## config.mk

```make
export PLATFORM = sky130hd
export DESIGN_NAME = multi_channel_periodic_tick_timer
export DESIGN_NICKNAME = d
export VERILOG_FILES = /design/src/rtl/mctt_pkg.sv /design/src/rtl/mctt_ram.sv /design/src/rtl/mctt_div.sv /design/src/rtl/multi_channel_periodic_tick_timer.sv
export SDC_FILE = /design/constraint.sdc
export NUM_CORES = 2
export LEC_CHECK = 0
export ABC_AREA = 1
export ABC_CLOCK_PERIOD_IN_PS = 6600
export BUFFER_PORTS_ARGS = -buffer_cell sky130_fd_sc_hd__clkbuf_2
export CAP_MARGIN = 20
export CORE_ASPECT_RATIO = 0.75
export CORE_MARGIN = 4
export CORE_UTILIZATION = 48
export CTS_BUF_LIST = sky130_fd_sc_hd__clkbuf_8 sky130_fd_sc_hd__clkbuf_16
export CTS_CLUSTER_DIAMETER = 60
export CTS_CLUSTER_SIZE = 30
export DETAILED_ROUTE_END_ITERATION = 12
export MAX_ROUTING_LAYER = met4
export SYNTH_ARGS = -nofsm -noshare
export SYNTH_HDL_FRONTEND = slang
export SYNTH_SLANG_ARGS = --single-unit
```

## constraint.sdc

```tcl
create_clock -name clk -period 6.6 [get_ports clk]
set_input_delay 1.32 -clock clk [delete_from_list [all_inputs] [get_ports clk]]
set_output_delay 1.32 -clock clk [all_outputs]
set_load 0.05 [all_outputs]
```

## src/rtl/mctt_pkg.sv

```systemverilog
`timescale 1ns / 1ps
`default_nettype none
// ----------------------------------------------------------------------------
// mctt_pkg
// shared constants and types for the periodic tick timer bank
// ----------------------------------------------------------------------------
package mctt_pkg;

    localparam int CHANNELS_DEF = 16;
    localparam int CHANNELS_MAX = 64;

    localparam int OP_W   = 2;
    localparam int CH_W   = 4;
    localparam int MS_W   = 16;
    localparam int RATE_W = 14;
    localparam int TICK_W = 16;
    localparam int MASK_W = 16;

    // wide enough to compare any channel number against any channel count
    localparam int CHX_W = 7;

    localparam int DVD_W = MS_W + RATE_W;
    localparam int DVS_W = RATE_W;
    localparam int DCNT_W = $clog2(DVD_W);

    // x / 1000 as ((x >> PRE_SH) * RECIP_125) >> RECIP_SH, exact for any DVD_W-bit x
    localparam int PRE_SH   = 3;
    localparam int RECIP_SH = 34;
    localparam int RECIP_W  = 28;
    localparam logic [RECIP_W-1:0] RECIP_125 = 28'd137438954;
    localparam int SCALE_W  = DVD_W - PRE_SH + RECIP_W;

    localparam int WORD_W = 2 * TICK_W;

    localparam int MS_PER_SEC = 1000;
    localparam logic [TICK_W-1:0] TICK_MAX = '1;
    localparam logic [RATE_W-1:0] RATE_RESET = RATE_W'(60);

    localparam logic [OP_W-1:0] OP_TICK       = 2'd0;
    localparam logic [OP_W-1:0] OP_CONNECT    = 2'd1;
    localparam logic [OP_W-1:0] OP_DISCONNECT = 2'd2;

    typedef struct packed {
        logic             go;
        logic [DVD_W-1:0] dividend;
        logic [DVS_W-1:0] divisor;
    } div_req_t;

endpackage
`default_nettype wire

```

## src/rtl/mctt_ram.sv

```systemverilog
`timescale 1ns / 1ps
`default_nettype none
// ----------------------------------------------------------------------------
// mctt_ram
// counter and reload store, one write and one registered read port
// ----------------------------------------------------------------------------
module mctt_ram #(
    parameter int DEPTH = mctt_pkg::CHANNELS_DEF,
    parameter int AW    = (DEPTH > 1) ? $clog2(DEPTH) : 1
) (
    input  wire                           clk,
    input  wire                           we,
    input  wire  [AW-1:0]                 waddr,
    input  wire  [mctt_pkg::WORD_W-1:0]   wdata,
    input  wire                           re,
    input  wire  [AW-1:0]                 raddr,
    output logic [mctt_pkg::WORD_W-1:0]   rdata
);

    logic [mctt_pkg::WORD_W-1:0] mem [DEPTH];

    always_ff @(posedge clk)
    begin
        if (we)
        begin
            mem[waddr] <= wdata;
        end
    end

    always_ff @(posedge clk)
    begin
        if (re)
        begin
            rdata <= mem[raddr];
        end
    end

endmodule
`default_nettype wire

```

## src/rtl/mctt_div.sv

```systemverilog
`timescale 1ns / 1ps
`default_nettype none
// ----------------------------------------------------------------------------
// mctt_div
// restoring divider, one quotient bit per cycle
// ----------------------------------------------------------------------------
module mctt_div (
    input  wire                               clk,
    input  wire                               rst_n,
    input  wire mctt_pkg::div_req_t           req,
    output logic                              done,
    output logic [mctt_pkg::DVD_W-1:0]        quotient
);

    logic                              busy_reg, busy_next;
    logic                              done_reg, done_next;
    logic [mctt_pkg::DCNT_W-1:0]       cnt_reg, cnt_next;
    logic [mctt_pkg::DVD_W-1:0]        dq_reg, dq_next;
    logic [mctt_pkg::DVS_W-1:0]        rem_reg, rem_next;
    logic [mctt_pkg::DVS_W-1:0]        dvs_reg, dvs_next;
    logic [mctt_pkg::DVS_W:0]          rem_sh;
    logic [mctt_pkg::DVS_W:0]          rem_sub;
    logic                              qbit;

    always_comb
    begin
        rem_sh  = {rem_reg, dq_reg[mctt_pkg::DVD_W-1]};
        rem_sub = rem_sh - {1'b0, dvs_reg};
        qbit    = (rem_sh >= {1'b0, dvs_reg});

        busy_next = busy_reg;
        done_next = 1'b0;
        cnt_next  = cnt_reg;
        dq_next   = dq_reg;
        rem_next  = rem_reg;
        dvs_next  = dvs_reg;

        if (req.go)
        begin
            busy_next = 1'b1;
            cnt_next  = '0;
            dq_next   = req.dividend;
            rem_next  = '0;
            dvs_next  = req.divisor;
        end
        else if (busy_reg)
        begin
            dq_next  = {dq_reg[mctt_pkg::DVD_W-2:0], qbit};
            rem_next = qbit ? rem_sub[mctt_pkg::DVS_W-1:0] : rem_sh[mctt_pkg::DVS_W-1:0];
            cnt_next = cnt_reg + 1'b1;
            if (cnt_reg == mctt_pkg::DCNT_W'(mctt_pkg::DVD_W - 1))
            begin
                busy_next = 1'b0;
                done_next = 1'b1;
            end
        end
    end

    always_ff @(posedge clk or negedge rst_n)
    begin
        if (!rst_n)
        begin
            busy_reg <= 1'b0;
            done_reg <= 1'b0;
            cnt_reg  <= '0;
        end
        else
        begin
            busy_reg <= busy_next;
            done_reg <= done_next;
            cnt_reg  <= cnt_next;
        end
    end

    always_ff @(posedge clk)
    begin
        dq_reg  <= dq_next;
        rem_reg <= rem_next;
        dvs_reg <= dvs_next;
    end

    assign done     = done_reg;
    assign quotient = dq_reg;

endmodule
`default_nettype wire

```

## src/rtl/multi_channel_periodic_tick_timer.sv

```systemverilog
`timescale 1ns / 1ps
`default_nettype none
// ----------------------------------------------------------------------------
// multi_channel_periodic_tick_timer
// bank of periodic reload countdown timers held in a synchronous ram
// ----------------------------------------------------------------------------
// usage:
//   an item is taken on start while busy is low: operation, channel, and
//   interval_ms. each item gives one result, shown on granted_ms and
//   fired_mask for the single cycle in which done is high.
//   cfg_we writes clock_rate from cfg_wdata; write only while idle.
// sequence:
//   disconnect, unused operation or out-of-range connect: result in the
//   cycle after the item.
//   tick: a read and a write-back state per channel in turn, through the
//   single ram port pair. connect: a reciprocal multiply by 1/1000 and a
//   clamp for ticks from ms, a store, then one pass through the bit-serial
//   divider for granted ms from ticks.
//   a new item may be started in the cycle done is shown.
// reset:
//   all channels inactive, clock_rate 60; the ram holds no reset value and
//   its words are only used for active channels, which a connect has written.
// stall:
//   the receiver cannot stall; results are never held.
// ----------------------------------------------------------------------------
module multi_channel_periodic_tick_timer #(
    parameter int CHANNELS = mctt_pkg::CHANNELS_DEF
) (
    input  wire                               clk,
    input  wire                               rst_n,
    input  wire                               start,
    output logic                              busy,
    input  wire  [mctt_pkg::OP_W-1:0]         operation,
    input  wire  [mctt_pkg::CH_W-1:0]         channel,
    input  wire  [mctt_pkg::MS_W-1:0]         interval_ms,
    output logic                              done,
    output logic [mctt_pkg::TICK_W-1:0]       granted_ms,
    output logic [mctt_pkg::MASK_W-1:0]       fired_mask,
    input  wire                               cfg_we,
    input  wire  [mctt_pkg::RATE_W-1:0]       cfg_wdata
);

    localparam int IDX_W = (CHANNELS > 1) ? $clog2(CHANNELS) : 1;

    localparam logic [2:0] S_IDLE   = 3'd0;
    localparam logic [2:0] S_SCALE  = 3'd1;
    localparam logic [2:0] S_CLAMP  = 3'd2;
    localparam logic [2:0] S_STORE  = 3'd3;
    localparam logic [2:0] S_D2GO   = 3'd4;
    localparam logic [2:0] S_D2WAIT = 3'd5;
    localparam logic [2:0] S_TRD    = 3'd6;
    localparam logic [2:0] S_TWR    = 3'd7;

    logic [2:0]                        state_reg, state_next;
    logic [CHANNELS-1:0]               active_reg, active_next;
    logic [mctt_pkg::RATE_W-1:0]       rate_reg, rate_next;
    logic [IDX_W-1:0]                  idx_reg, idx_next;
    logic                              done_reg, done_next;
    logic [mctt_pkg::TICK_W-1:0]       granted_reg, granted_next;
    logic [mctt_pkg::MASK_W-1:0]       fired_reg, fired_next;
    logic [mctt_pkg::DVD_W-1:0]        prod_reg, prod_next;
    logic [mctt_pkg::TICK_W-1:0]       ticks_reg, ticks_next;

    logic [mctt_pkg::CHX_W-1:0]        ch_ext;
    logic [mctt_pkg::CHX_W-1:0]        idx_ext;
    logic                              ch_ok;
    logic [mctt_pkg::SCALE_W-1:0]      scaled;

    mctt_pkg::div_req_t                div_req;
    logic                              div_done;
    logic [mctt_pkg::DVD_W-1:0]        div_quot;

    logic                              ram_we;
    logic [IDX_W-1:0]                  ram_waddr;
    logic [mctt_pkg::WORD_W-1:0]       ram_wdata;
    logic                              ram_re;
    logic [mctt_pkg::WORD_W-1:0]       ram_rdata;
    logic [mctt_pkg::TICK_W-1:0]       rem_dec;
    logic [mctt_pkg::TICK_W-1:0]       reload_val;

    mctt_ram #(
        .DEPTH (CHANNELS),
        .AW    (IDX_W)
    ) u_ram (
        .clk   (clk),
        .we    (ram_we),
        .waddr (ram_waddr),
        .wdata (ram_wdata),
        .re    (ram_re),
        .raddr (idx_reg),
        .rdata (ram_rdata)
    );

    mctt_div u_div (
        .clk      (clk),
        .rst_n    (rst_n),
        .req      (div_req),
        .done     (div_done),
        .quotient (div_quot)
    );

    always_comb
    begin
        ch_ext     = mctt_pkg::CHX_W'(channel);
        idx_ext    = mctt_pkg::CHX_W'(idx_reg);
        ch_ok      = (ch_ext < mctt_pkg::CHX_W'(CHANNELS));
        reload_val = ram_rdata[mctt_pkg::WORD_W-1:mctt_pkg::TICK_W];
        rem_dec    = ram_rdata[mctt_pkg::TICK_W-1:0] - 1'b1;
        scaled     = mctt_pkg::SCALE_W'(prod_reg[mctt_pkg::DVD_W-1:mctt_pkg::PRE_SH])
                   * mctt_pkg::SCALE_W'(mctt_pkg::RECIP_125);

        state_next   = state_reg;
        active_next  = active_reg;
        rate_next    = cfg_we ? cfg_wdata : rate_reg;
        idx_next     = idx_reg;
        done_next    = 1'b0;
        granted_next = granted_reg;
        fired_next   = fired_reg;
        prod_next    = prod_reg;
        ticks_next   = ticks_reg;

        div_req.go       = 1'b0;
        div_req.dividend = prod_reg;
        div_req.divisor  = rate_reg;

        ram_we    = 1'b0;
        ram_waddr = idx_reg;
        ram_wdata = {ticks_reg, ticks_reg};
        ram_re    = 1'b0;

        case (state_reg)
            S_IDLE:
            begin
                if (start)
                begin
                    idx_next     = ch_ext[IDX_W-1:0];
                    granted_next = '0;
                    fired_next   = '0;
                    prod_next    = mctt_pkg::DVD_W'(interval_ms)
                                 * mctt_pkg::DVD_W'(rate_reg);
                    if (operation == mctt_pkg::OP_TICK)
                    begin
                        idx_next   = '0;
                        state_next = S_TRD;
                    end
                    else if (operation == mctt_pkg::OP_CONNECT && ch_ok)
                    begin
                        state_next = S_SCALE;
                    end
                    else
                    begin
                        if (operation == mctt_pkg::OP_DISCONNECT && ch_ok)
                        begin
                            active_next[ch_ext[IDX_W-1:0]] = 1'b0;
                        end
                        done_next = 1'b1;
                    end
                end
            end
            S_SCALE:
            begin
                prod_next  = mctt_pkg::DVD_W'(scaled[mctt_pkg::SCALE_W-1:mctt_pkg::RECIP_SH]);
                state_next = S_CLAMP;
            end
            S_CLAMP:
            begin
                if (prod_reg == '0)
                begin
                    ticks_next = mctt_pkg::TICK_W'(1);
                end
                else if (prod_reg[mctt_pkg::DVD_W-1:mctt_pkg::TICK_W] != '0)
                begin
                    ticks_next = mctt_pkg::TICK_MAX;
                end
                else
                begin
                    ticks_next = prod_reg[mctt_pkg::TICK_W-1:0];
                end
                state_next = S_STORE;
            end
            S_STORE:
            begin
                ram_we               = 1'b1;
                active_next[idx_reg] = 1'b1;
                prod_next            = mctt_pkg::DVD_W'(ticks_reg)
                                     * mctt_pkg::DVD_W'(mctt_pkg::MS_PER_SEC);
                state_next           = S_D2GO;
            end
            S_D2GO:
            begin
                div_req.go = 1'b1;
                state_next = S_D2WAIT;
            end
            S_D2WAIT:
            begin
                if (div_done)
                begin
                    if (div_quot[mctt_pkg::DVD_W-1:mctt_pkg::TICK_W] != '0)
                    begin
                        granted_next = mctt_pkg::TICK_MAX;
                    end
                    else
                    begin
                        granted_next = div_quot[mctt_pkg::TICK_W-1:0];
                    end
                    done_next  = 1'b1;
                    state_next = S_IDLE;
                end
            end
            S_TRD:
            begin
                ram_re     = 1'b1;
                state_next = S_TWR;
            end
            S_TWR:
            begin
                if (active_reg[idx_reg])
                begin
                    ram_we = 1'b1;
                    if (rem_dec == '0)
                    begin
                        ram_wdata = {reload_val, reload_val};
                        for (int i = 0; i < mctt_pkg::MASK_W; i++)
                        begin
                            if (idx_ext == mctt_pkg::CHX_W'(i))
                            begin
                                fired_next[i] = 1'b1;
                            end
                        end
                    end
                    else
                    begin
                        ram_wdata = {reload_val, rem_dec};
                    end
                end
                if (idx_reg == IDX_W'(CHANNELS - 1))
                begin
                    done_next  = 1'b1;
                    state_next = S_IDLE;
                end
                else
                begin
                    idx_next   = idx_reg + 1'b1;
                    state_next = S_TRD;
                end
            end
            default:
            begin
                state_next = S_IDLE;
            end
        endcase
    end

    always_ff @(posedge clk or negedge rst_n)
    begin
        if (!rst_n)
        begin
            state_reg  <= S_IDLE;
            active_reg <= '0;
            rate_reg   <= mctt_pkg::RATE_RESET;
            done_reg   <= 1'b0;
        end
        else
        begin
            state_reg  <= state_next;
            active_reg <= active_next;
            rate_reg   <= rate_next;
            done_reg   <= done_next;
        end
    end

    always_ff @(posedge clk)
    begin
        idx_reg     <= idx_next;
        granted_reg <= granted_next;
        fired_reg   <= fired_next;
        prod_reg    <= prod_next;
        ticks_reg   <= ticks_next;
    end

    assign busy       = (state_reg != S_IDLE);
    assign done       = done_reg;
    assign granted_ms = granted_reg;
    assign fired_mask = fired_reg;

`ifndef SYNTHESIS
    a_done_follows_work: assert property (@(posedge clk) disable iff (!rst_n)
        done |-> $past(busy || start))
        else $error("result without an item in progress");

    a_one_field_only: assert property (@(posedge clk) disable iff (!rst_n)
        done |-> (granted_ms == '0 || fired_mask == '0))
        else $error("granted and fired both set");

    a_busy_from_start: assert property (@(posedge clk) disable iff (!rst_n)
        $rose(busy) |-> $past(start))
        else $error("busy rose without start");

    a_no_fire_on_connect: assert property (@(posedge clk) disable iff (!rst_n)
        (done && granted_ms != '0) |-> $past(state_reg == S_D2WAIT))
        else $error("granted period outside a connect");
`endif

endmodule
`default_nettype wire
```

* After elaboration in Yosys (flattened, before gate mapping)
Memories as Yosys holds them, arrays and structs flattened. A register that Yosys moved wholly into a read port is not among the register bits. Index checks and enable logic that the tools add are counted. Widths: inputs -> output; s select.
Cells by class: add/subtract/negate cells 4, multipliers 3, divide/modulo/power cells 0, order comparisons 5, equal/unequal tests 50, shift operators 0, mux-type cells 73, bitwise gates (word level) 3, reduce and logical (&&, ||, !) cells 37
Operators by type and width (count):
- $mux 16 | 11
- $pmux 16 s2 | 3
- $mux 30 | 3
- $pmux 30 s3 | 1
- $reduce_and 5->1 | 17
- $mux 32 | 2
- $mul 27x27->54 const B | 1
- $ne 2x2->1 const B | 23
- $mux 1 | 35
- $eq 4x4->1 const B | 8
- $logic_not 30->1 | 1
- $mul 16x14->30 | 1
- $reduce_bool 14->1 | 2
- $pmux 3 s8 | 1
- $mul 16x7->23 const B | 1
- $and 16x16->16 | 1
- $eq 4x3->1 const B | 4
- $logic_not 16->1 | 1
- $not 16->16 | 1
- $or 16x16->16 | 1
- $sub 16x1->16 const B | 1
- $ge 15x14->1 | 1
- $mux 3 | 5
- $mux 14 | 1
- other kinds (31) | 49
Storage, ports and cells: bits in registers 181, latch bits 0, RAM bits 512, bits in read-only memories 0, bits of input ports 40, output and inout bits 34, word-level logic and storage cells 207, memories kept 1
Memories:
- u_ram.mem | depth 16, width 32, rd ports 1, clocked after memory_dff 1, wr ports 1, line mctt_ram.sv:20 | logic [mctt_pkg::WORD_W-1:0] mem [DEPTH];

* Logic depth before layout (Yosys ltp)
word-level depth 11, depth in mapped cells 29, depth with buffers taken out 28

* Modules after synthesis
A second synthesis with hierarchy kept.
Unflattened totals: cell total of the unflattened synthesis 6295, area, all modules 56264.0 um^2
By module, submodules not included:
- multi_channel_periodic_tick_timer | times used 1, cells each 3709, area each 29449.5 um^2, sequential area each 3318.2 um^2
- mctt_ram | times used 1, cells each 2120, area each 23050.9 um^2, sequential area each 16335.7 um^2
- mctt_div | times used 1, cells each 466, area each 3763.6 um^2, sequential area each 1776.7 um^2

* Worst setup path after synthesis
No wires, ideal clock.
path kind input to register, start point input port interval_ms[5] (netlist name), end point register prod_reg[12] (netlist name), data pin, setup time 254 ps, data arrival time 5983 ps, required time 6346 ps, path slack 364 ps, stages 20, path buffers 1, cells stage by stage clkbuf_1 > nand2_1 > fa_1 > fa_1 > inv_1 > fa_1 > fa_1 > fa_1 > inv_1 > fa_1 > inv_1 > ha_1 > a21oi_1 > a21boi_0 > nand3_1 > or2_2 > nand3_1 > o21ai_0 > inv_1 > nand2_1
On the way: cells in the longest elaborated chain, start to end 3
RTL lines:
- start, declared | line multi_channel_periodic_tick_timer.sv:35 | input wire [mctt_pkg::MS_W-1:0] interval_ms,
- $mul 16x14->30 | line multi_channel_periodic_tick_timer.sv:140 | * mctt_pkg::DVD_W'(rate_reg);
- $mux 30 | line multi_channel_periodic_tick_timer.sv:134 | if (start)
- $pmux 30 s3 | line multi_channel_periodic_tick_timer.sv:131 | case (state_reg)
- net prod_next, one bit | line multi_channel_periodic_tick_timer.sv:61 | logic [mctt_pkg::DVD_W-1:0] prod_reg, prod_next;
- end signal, assigned | line multi_channel_periodic_tick_timer.sv:277 | prod_reg <= prod_next;
- end, declared | line multi_channel_periodic_tick_timer.sv:61
The timed path passes the listed nets, and every way through them passes these cells. The select of a mux whose other input is x is not followed. A chain may end at the register's enable or synchronous reset.

* Worst setup path in the final report
start point register prod_reg[20] (netlist name), end point register prod_reg[14] (netlist name), data pin
On the way: cells in the longest elaborated chain, start to end 2
RTL lines:
- $mul 27x27->54 | line multi_channel_periodic_tick_timer.sv:110 | * mctt_pkg::SCALE_W'(mctt_pkg::RECIP_125);
- $pmux 30 s3 | line multi_channel_periodic_tick_timer.sv:131
- net prod_next, one bit | line multi_channel_periodic_tick_timer.sv:61
The timed path passes the listed nets, and every way through them passes these cells.

==> metrics <==
total die area 116000 µm²; Endpoint, Worst Hold u_div.rem_reg[8]; Final Util 0.530; Filler Cell Count 10100; routability cong. 1.00; DR WL met3 16000 µm; # DRC 0; drt pass-1 iters 6; Yosys warnings 0; vias in the first global route 37800; number of flip-flops under the largest register name 512; final WL 153000 µm; sequential-to-total area share from yosys stat 0.403; top fanout value on the critical path 8; cell taking the most area after synthesis edfxtp_1; commonest cells in the netlist inv_1, nand2_1, edfxtp_1; ANT nets after route 0; unrepaired setup endpoints after global routing no; Setup CP Type reg2reg; R2R depth 20; Num CTS Buffers 51; M1 WL 74700 µm; Post-synth EDFFs 670; first-pass GRT wire length 234000 µm; Crit. End Element flop; Worst Setup Start Kind flop; fin. max-slew vios 0; WL met2 60300 µm; DR WL/cell 21.5 µm; I/O pin cnt 74; final critical-path required period 6.47 ns; Gate Count Post-Synth 5531; gr ovfl total 0; Hold Path Cell Cnt 2; Skew-Pair Late Insertion Delay 0.67 ns; hold crit path type reg2reg; Synth cell types 52; fmax 155 MHz; status finished, final reports clean; Worst slew margin 0.249; reg-to-reg critical path startpoint prod_reg[20]; Starting Density 0.485; share of layout cells above drive strength 1 0.0727; CTS Root Cell clkbuf_16; port bufs 73; CP Data Arrival Time 6.87 ns; Core Rows 105; top flop regs u_ram.mem: 512 flops, u_ram.rdata: 32 flops; pin slew with the least headroom to its limit 1.12 ns; Die Width 392 µm; Via Count 39000; Synth Register Bits 725; largest register by flop count u_ram.mem; ranking of synthesized cells by area edfxtp_1, fa_1, ha_1, inv_1, nand2_1; Initial DRC Count 4200; Layout area overhead 9.17%; Clock H-tree levels 2; DR top layer met4; top cell type's share of synthesized area 0.379; pin count of the biggest net entering global routing 192; clk_skew 0.0429 ns; CTS Buffer Depth 3; Netlist Area Pre-Place 53100 µm²; # nets final 6599; syn nets 6482; CTS tree built; max-cap violation count 0; mean number of vias per cell 5.46; syn_area_per_cell 9.61 µm²; core area 110000 µm²; final hold violations 0; R2R Setup Slk 0.13 ns; all-layer global routing usage 0.274; area occupied by multi-input gates 27100 µm²; hold wc startpoint u_div.rem_reg[8]; most common cell in the synthesized netlist inv_1; Die Ht 296 µm; Critical Path RT 7.00 ns; Primary FF master, synth edfxtp_1; post-DP HPWL 111000 µm; RR Endpoint prod_reg[14]; Period Utilization, post-route 0.980; Post-synth ARST share 0.0566; register area 21400 µm²; Final setup viols 0; clk sink count 725; initial antenna violation count 2; Hold Worst Slack 0.480 ns; Worst-path clk slew 0.07 ns
==> cell usage in the layout (no fill, tap or decap), drive strengths merged, types with 11 or more instances in the layout <==
master | netlist | layout
a21oi | 191 | 191
and3 | 17 | 17
buf | 33 | 170
clkbuf | 148 | 128
clkinv | 0 | 18
dfrtp | 37 | 37
dfxtp | 14 | 14
edfxtp | 670 | 670
fa | 445 | 445
ha | 466 | 466
inv | 1070 | 1091
mux2 | 14 | 14
nand2 | 938 | 938
nand3 | 130 | 130
nand3b | 16 | 16
nand4 | 78 | 78
nor2 | 514 | 514
nor3 | 39 | 39
o211ai | 11 | 11
o21ai | 468 | 468
o21bai | 15 | 15
o22ai | 131 | 131
xnor2 | 15 | 15
xor2 | 16 | 16
==> metal layers <==
| metal | track usage | vias up |
|---|---|---|
| met4 | 0.0398 | 0 |
| met3 | 0.0653 | 117 |
| li1 | - | 18300 |
| met2 | 0.365 | 1548 |
| met1 | 0.430 | 19000 |
| met5 | - | - |
==> timing repair <==
action / 4_1_cts / 5_1_grt
endpoints found under the setup margin: 0 / 5
buffers inserted: 0 / 1
gates resized for setup: 0 / 1
hold buffers: 0 / 0
==> cell type report <==
type	instances	share of cell area
well taps	1444	0.0311
clock inverters	43	0.0102
inverters	1070	0.0693
clock buffers	53	0.0229
repair buffers	245	0.0294
flip-flops and latches	725	0.369
diodes	2	0.0000863
multi-input cells	3555	0.468
==> cells by family (layout without fill, tap and decap cells) <==
family / after synthesis / in the layout / synth area share
buf+inv: 1251 / 1411 / 0.0895
compound gates: 846 / 846 / 0.0862
fa+ha+maj: 911 / 911 / 0.277
other cells: 0 / 2 / 0
simple gates: 1753 / 1753 / 0.136
flops: 725 / 725 / 0.403
mux: 14 / 14 / 0.00297
xor+xnor: 31 / 31 / 0.00511
==> worst max path at each step <==
stage                         endpoint  slack, ns  cells after the start           start
final                     prod_reg[14]       0.13                     20    prod_reg[20]
after global routing      prod_reg[17]     0.0009                     22    prod_reg[20]
after CTS                  prod_reg[2]       0.30                     23    prod_reg[20]
after detailed placement  prod_reg[27]      -0.08                     21  interval_ms[6]
after global placement    prod_reg[12]     -0.009                     26  interval_ms[7]
after floorplan           prod_reg[12]       0.36                     20  interval_ms[5]
==> worst max-delay path: stages (launching register included) <==
cell and delay, ns:
edfxtp_1 0.83, inv_1 0.15, ha_1 0.48, fa_1 0.48, ha_1 0.31, fa_1 0.49
fa_1 0.51, fa_1 0.51, inv_1 0.06, fa_1 0.53, inv_1 0.06, ha_1 0.31
nand2_1 0.14, nor2_1 0.21, nand2_1 0.13, nor3_1 0.19, o21ai_0 0.32, nand3_1 0.20
nand2_1 0.06, nand3_1 0.15, nand2_1 0.07
==> per-stage QoR <==
stage          area, µm²  worst slack (ns)  instances  setup TNS (ns)
6_report           58000             0.130       7137               0
5_1_grt            58000          0.000858       7136               0
4_1_cts            57900             0.298       7125               0
3_5_place_dp       56000           -0.0845       7029          -0.169
3_3_place_gp       56000          -0.00892       7028        -0.00892
2_1_floorplan      53100             0.364       5531               0
Power is left out: the tool's default activity adds up to more than one toggle a clock period on the data nets, which glitch-free logic cannot reach.
